<file path="src/design/lprt_pkg.sv">
// ============================================================================
// lprt_pkg: shared types and constants for the linear parameter ramp table
// Holds the request and result structs, action codes and table sizes.
// ============================================================================
package lprt_pkg;

    localparam int NUM_SLOTS   = 64;
    localparam int SLOT_W      = 6;
    localparam int CNT_W       = 7;
    localparam int VALUE_W     = 32;
    localparam int STEP_W      = 48;
    localparam int REM_W       = 16;

    localparam logic [2:0] ACT_DEFINE  = 3'd0;
    localparam logic [2:0] ACT_RAMP    = 3'd1;
    localparam logic [2:0] ACT_SET     = 3'd2;
    localparam logic [2:0] ACT_ADVANCE = 3'd3;
    localparam logic [2:0] ACT_READ    = 3'd4;

    localparam logic REG_SLOT_COUNT  = 1'b0;
    localparam logic REG_RAMP_LENGTH = 1'b1;

    typedef struct packed {
        logic [2:0]         action;
        logic [5:0]         slot_index;
        logic signed [31:0] new_value;
        logic signed [31:0] limit_low;
        logic signed [31:0] limit_high;
        logic [15:0]        advance_count;
    } t_req;

    typedef struct packed {
        logic signed [31:0] value_now;
        logic signed [31:0] value_target;
        logic               slot_ramping;
        logic               any_ramping;
        logic               status;
    } t_res;

endpackage

</file>
<file path="src/design/lprt_div.sv">
// ============================================================================
// lprt_div: restoring divider for the ramp step
// Divides a signed 50-bit dividend by an unsigned 16-bit divisor, one
// quotient bit per cycle, truncating toward zero.
// ============================================================================
module lprt_div
    import lprt_pkg::*;
(
    input  logic               i_clk,
    input  logic               i_rst_n,
    input  logic               i_start,
    input  logic signed [49:0] i_num,
    input  logic [15:0]        i_den,
    output logic               o_done,
    output logic signed [49:0] o_quo
);

    logic [49:0] r_q;
    logic [16:0] r_rem;
    logic [15:0] r_den;
    logic [5:0]  r_cnt;
    logic        r_busy;
    logic        r_neg;
    logic [16:0] w_try;
    logic [16:0] w_sub;

    // Shift in the next dividend bit and try a subtraction.
    assign w_try = {r_rem[15:0], r_q[49]};
    assign w_sub = w_try - {1'b0, r_den};

    always_ff @(posedge i_clk) begin
        if (!i_rst_n) begin
            r_busy <= 1'b0;
            o_done <= 1'b0;
            r_cnt  <= '0;
        end else begin
            o_done <= 1'b0;
            if (i_start) begin
                r_busy <= 1'b1;
                r_cnt  <= 6'd0;
                r_neg  <= i_num[49];
                r_q    <= i_num[49] ? 50'(-i_num) : i_num;
                r_rem  <= '0;
                r_den  <= i_den;
            end else if (r_busy) begin
                if (!w_sub[16]) begin
                    r_rem <= w_sub;
                    r_q   <= {r_q[48:0], 1'b1};
                end else begin
                    r_rem <= w_try;
                    r_q   <= {r_q[48:0], 1'b0};
                end
                r_cnt <= r_cnt + 6'd1;
                if (r_cnt == 6'd49) begin
                    r_busy <= 1'b0;
                    o_done <= 1'b1;
                end
            end
        end
    end

    assign o_quo = r_neg ? -$signed(r_q) : $signed(r_q);

endmodule

</file>
<file path="config.mk">
export PLATFORM = sky130hd
export DESIGN_NAME = lprt_div
export DESIGN_NICKNAME = d
export VERILOG_FILES = /design/src/design/lprt_pkg.sv /design/src/design/lprt_div.sv
export SDC_FILE = /design/constraint.sdc
export NUM_CORES = 1
export LEC_CHECK = 0
export ABC_AREA = 0
export BUFFER_PORTS_ARGS = -buffer_cell sky130_fd_sc_hd__buf_2
export CORE_MARGIN = 5
export CORE_UTILIZATION = 40
export CTS_CLUSTER_SIZE = 14
export DETAILED_ROUTE_END_ITERATION = 10
export PLACE_DENSITY = 0.67
export REMOVE_ABC_BUFFERS = 1
export SLEW_MARGIN = 5
export SYNTH_ARGS = -nofsm -noshare
export SYNTH_HDL_FRONTEND = slang
export SYNTH_SLANG_ARGS = --single-unit
</file>
<file path="constraint.sdc">
create_clock -name i_clk -period 3.1 [get_ports i_clk]
set_clock_uncertainty 0.15 [all_clocks]
set_input_delay 0.155 -clock i_clk [delete_from_list [all_inputs] [get_ports i_clk]]
set_output_delay 0.155 -clock i_clk [all_outputs]
set_load 0.05 [all_outputs]
</file>
## Word level (Yosys, flattened, before mapping)

Cells that the tools add are included.

- Add/subtract/negate cells: 4
- Equal/unequal tests: 1
- Muxes and demuxes: 11
- Bitwise logic cells: 2
- Reduce and logical (&&, ||, !) cells: 5

Operators by type and width:

| kind | number |
|---|---|
| 50-bit two-way mux | 4 |
| 50-bit negator | 2 |
| 16-bit two-way mux | 2 |
| 17-bit by 16-bit subtractor with 17-bit output | 1 |
| 6-bit by 1-bit adder with 6-bit output (second input constant) | 1 |
| 6-bit equality test (second input constant) | 1 |
| 1-bit two-way mux | 5 |
| 2-bit AND reduction | 2 |
| 3-bit OR reduction | 1 |
| 1-bit inverter | 2 |
| 2-bit nonzero test | 1 |
| 2-bit OR reduction | 1 |

- Register bits after elaboration: 91
- Input port bits: 69
- Output and inout port bits: 51
- Logic and storage cells: 30

## Longest topological paths before layout

- Depth in word-level cells: 4
- Mapped depth: 11
- Gate-level depth less buffers: 10

## Least setup slack after synthesis

OpenSTA, ideal clock, no wires.

- Path kind: reg2reg
- From: register r_q[49]
- To: register r_rem[10] (data pin)
- Library setup time: 266 ps
- Arrival time: 2970 ps
- Required time: 2684 ps
- Slack: -286 ps
- Cell stages (with the launch flop): 12
- Buffers on the path: 1
- Period minus slack after synthesis: 3386 ps
- Cells stage by stage: edfxtp_1 inv_1 ha_1 fa_1 nand2b_1 a21oi_1 o21ai_0 a221oi_1 nand2_1 clkbuf_1 mux2i_1 nor2_1

- Cells in the longest elaborated chain, start to end: 3

Ends and longest elaborated chain:

| element | line | RTL |
|---|---|---|
| from (decl) | lprt_div.sv:18 | `logic [49:0] r_q;` |
| from (signal assigned) | lprt_div.sv:42 | `r_q <= i_num[49] ? 50'(-i_num) : i_num;` |
| from (signal assigned) | lprt_div.sv:48 | `r_q <= {r_q[48:0], 1'b1};` |
| from (signal assigned) | lprt_div.sv:51 | `r_q <= {r_q[48:0], 1'b0};` |
| 17-bit by 16-bit subtractor with 17-bit output | lprt_div.sv:29 | `assign w_sub = w_try - {1'b0, r_den};` |
| 16-bit two-way mux | lprt_div.sv:46 | `if (!w_sub[16]) begin` |
| 16-bit two-way mux | lprt_div.sv:45 | `end else if (r_busy) begin` |
| to (signal assigned) | lprt_div.sv:47 | `r_rem <= w_sub;` |
| to (signal assigned) | lprt_div.sv:50 | `r_rem <= w_try;` |
| to (decl) | lprt_div.sv:19 | `logic [16:0] r_rem;` |

Every way passes these cells. The select of a mux whose other input is x is not followed.
A chain may end at the register's enable or synchronous reset.

## Worst setup path after layout

- From: register r_q[25]
- To: output o_quo[44]

- Cells in the longest elaborated chain, start to end: 2

Ends and longest elaborated chain:

| element | line | RTL |
|---|---|---|
| 50-bit negator | lprt_div.sv:62 | `assign o_quo = r_neg ? -$signed(r_q) : $signed(r_q);` |
| 50-bit two-way mux | lprt_div.sv:62 |  |
| to (decl) | lprt_div.sv:15 | `output logic signed [49:0] o_quo` |

Every way passes these cells.

==> PnR_summary.wiki <==
{| class="wikitable"
! Metric !! Value
|-
| Ports || 120
|-
| CTS Root Cell || sky130_fd_sc_hd__clkbuf_16
|-
| Hold WS || 0.0563 ns
|-
| Critical path capture point type || output port
|-
| Via/cell ratio || 5.30
|-
| Die Footprint || 18900 um2
|-
| Footprint of the multi-input gates || 3980 um2
|-
| Reg2Reg Setup Slack || 0.18 ns
|-
| Sequential share of the synthesized area || 40.8%
|-
| Setup Slack @ Placement || -0.234 ns
|-
| CTS clk-pin slew, worst paths || 0.06 ns
|-
| Global-route layer with the greatest usage || met2
|-
| Worst setup path endpoint || o_quo[44]
|-
| Initial detailed-routing violation count || 378
|-
| CTS sink count || 91
|-
| Data arrival time of the worst path || 3.16 ns
|-
| Post-Synthesis Mean Instance Area || 9.19 um2
|-
| Final-layout fill cell count || 1432
|-
| Aggregate routed wire length || 17.9 mm
|-
| Max Cap Violations || 0
|-
| Leftover overflow at the end of global routing || 0
|-
| Met2 usage || 31.0%
|-
| Worst setup slack after layout || -0.363 ns
|-
| Critical path launch point || r_q[25]
|-
| Number of antenna violations at the first check in global routing || 4
|-
| Number of cells after detailed placement || 1081
|-
| X dimension of the die || 138 um
|-
| Number of instances in the synthesized netlist || 708
|-
| Clock tree from TritonCTS || done
|-
| Die Y-Extent || 138 um
|-
| Highest-count cells in the layout ignoring fill and taps || 90 x sky130_fd_sc_hd__buf_2, 90 x sky130_fd_sc_hd__buf_4, 83 x sky130_fd_sc_hd__edfxtp_1, 75 x sky130_fd_sc_hd__nor2_1, 68 x sky130_fd_sc_hd__a21oi_1
|-
| Total power per unit cell area || 451 nW/um2
|-
| Met3 Track Usage GR || 4.75%
|-
| Initial Util || 40.8%
|-
| Fin util || 54.8%
|-
| Final layout net count || 992
|-
| Count of vias placed by the detailed router || 5947
|-
| Placement row count || 46
|-
| IO Port Bufs || 119
|-
| Count of final max-slew check failures || 0
|-
| Pin count of the biggest net entering global routing || 68
|-
| GPL Wtd Cong || 0.874
|-
| Number of enable-type register cells in the synthesized netlist || 83
|-
| Required @ worst endpoint || 2.79 ns
|-
| Peak clock frequency supported by timing || 289 MHz
|-
| Met1 usage in global routing || 24.6%
|-
| Maximum root-to-sink buffer count || 2
|-
| Vias in the first global route || 5744
|-
| Number of buffers created by CTS || 9
|-
| Maximum fanout along the worst path || 5
|-
| Failing checks || negative setup slack
|-
| Gr usage total || 18.9%
|-
| Area taken by flip-flops and latches || 2650 um2
|-
| Detailed-route wire length per cell || 15.9 um
|-
| Kind of start point of the critical path || flip-flop
|-
| Synthesized flop and latch total || 91
|-
| Tcrit/Tclk final || 112%
|-
| Lkg Pwr || 3.49 nW
|-
| Length in cells of the worst reg-to-reg path || 10
|-
| Final Hold Violating Endpoints || 0
|-
| Post-synthesis instance area || 6500 um2
|-
| Area of the core || 15900 um2
|-
| Class of the tightest hold or removal check || primary input to flip-flop
|-
| Layout overhead on the synthesized area || 34.4%
|-
| Final critical-path required period || 3.46 ns
|-
| Reg2reg end || r_rem[15]
|-
| Fraction of layout cells with a size suffix above 1 || 30.4%
|-
| Fraction of registers with async set/reset || 0%
|-
| Setup repair after global routing missed its margin || true
|-
| TritonRoute pass-1 iters || 4
|-
| Detailed-placement wirelength estimate || 13.0 mm
|-
| DRC errors left || 0
|-
| Actual transition at the worst max-transition pin || 0.913 ns
|-
| Run status || complete, but fails checks
|-
| Total Negative Setup Slacks || -4.07 ns
|-
| Worst supply voltage drop on vdd || 0.000327 V
|-
| Number of failing setup endpoints in the final timing report || 22
|-
| Clock latency on the worst-skew pair || 0.35 ns
|-
| Relative slew slack || 39.1%
|-
| Flip-flop cell with the highest count after synthesis || sky130_fd_sc_hd__edfxtp_1
|-
| CTS HTree Levels || 3
|-
| Number of cells in the finished layout apart from fillers || 1123
|-
| Worst reg2reg path startpoint || r_den[0]
|-
| Number of antenna-violating nets in the routed design || 0
|-
| Critical path class || flip-flop to output port
|-
| Global-route wire length before repair || 28.3 mm
|-
| Synth cell types || 47
|-
| Yosys warnings || 0
|}
==> per-stage QoR <==
step,power [mW],instance area (um2)
3_3_place_gp,2.84,7780
2_1_floorplan,2.44,6390
4_1_cts,3.94,8490
3_5_place_dp,2.86,7780
5_1_grt,4.16,8740
6_report,3.95,8740
==> area by class of cell <==
cell class	count	share of cell area, %
flip-flops and latches	91	30.3
multi-input cells	558	45.5
repair buffers	212	16.8
well taps	216	3.09
diodes	1	0.0286
clock inverters	3	0.186
inverters	30	1.29
clock buffers	12	2.71
==> state kept, by name, summed over array words and instances (netlist names) <==
register  flops
r_q          50
r_den        16
r_rem        16
r_cnt         6
o_done        1
r_busy        1
r_neg         1
==> where the power goes <==
group	total [mW]	internal (mW)	switching (mW)
sequential	1.53	1.46	0.0654
combinational	1.43	0.541	0.887
clock	0.988	0.536	0.452
==> worst min-delay path by stage <==
stage | from | to | slack (ns) | cells past startpoint
6_report | i_num[15] | r_q[15] | 0.06 | 3
5_1_grt | i_num[22] | r_q[22] | 0.06 | 3
4_1_cts | i_num[15] | r_q[15] | 0.04 | 3
3_5_place_dp | i_den[0] | r_den[0] | 0.18 | 1
3_3_place_gp | i_den[2] | r_den[2] | 0.18 | 1
2_1_floorplan | i_den[0] | r_den[0] | 0.10 | 0
==> routing by layer <==
| layer | wire length [um] | part of all wire (%) |
|---|---|---|
| met3 | 1100 | 6.2 |
| met4 | 309 | 1.7 |
| met1 | 7890 | 44 |
| met5 | 39 | 0.22 |
| met2 | 8550 | 48 |
==> repair_timing <==
item | in CTS | in global routing
hold endpoints to repair | 16 | 0
cloned | 0 | 0
setup buffers | 3 | 7
pin swaps | 15 | 12
setup endpoints to repair | 30 | 42
gates resized for setup | 77 | 40
hold buffers | 16 | 0
==> cell usage after synthesis (13+ instances only) <==
master | number | area [um2]
sky130_fd_sc_hd__edfxtp_1 | 83 | 2490
sky130_fd_sc_hd__nor2_1 | 75 | 282
sky130_fd_sc_hd__a21oi_1 | 69 | 345
sky130_fd_sc_hd__xnor2_1 | 58 | 508
sky130_fd_sc_hd__nand2_1 | 56 | 210
sky130_fd_sc_hd__xor2_1 | 49 | 429
sky130_fd_sc_hd__o21ai_0 | 44 | 220
sky130_fd_sc_hd__inv_1 | 30 | 113
sky130_fd_sc_hd__o31ai_1 | 29 | 218
sky130_fd_sc_hd__clkbuf_1 | 27 | 101
sky130_fd_sc_hd__or3_1 | 24 | 150
sky130_fd_sc_hd__ha_1 | 20 | 250
sky130_fd_sc_hd__nor3_1 | 13 | 65.1
==> worst max-delay path, cell delays in order, from the launching register on <==
cell and delay [ns]:
sky130_fd_sc_hd__edfxtp_1 0.39, sky130_fd_sc_hd__or3_4 0.40, sky130_fd_sc_hd__or3_4 0.34, sky130_fd_sc_hd__or3_4 0.34, sky130_fd_sc_hd__or3_4 0.37, sky130_fd_sc_hd__or2_4 0.28
sky130_fd_sc_hd__o41ai_4 0.26, sky130_fd_sc_hd__xnor2_1 0.19, sky130_fd_sc_hd__buf_4 0.24
==> cell families after synthesis <==
logic type	synth area share, %
compound gates	17.2
xor+xnor	14.4
fa+ha+maj	4.15
buf+inv	3.48
flops	40.8
mux	2.37
simple gates	17.6
No activity file was read; power rests on OpenSTA's default activity.
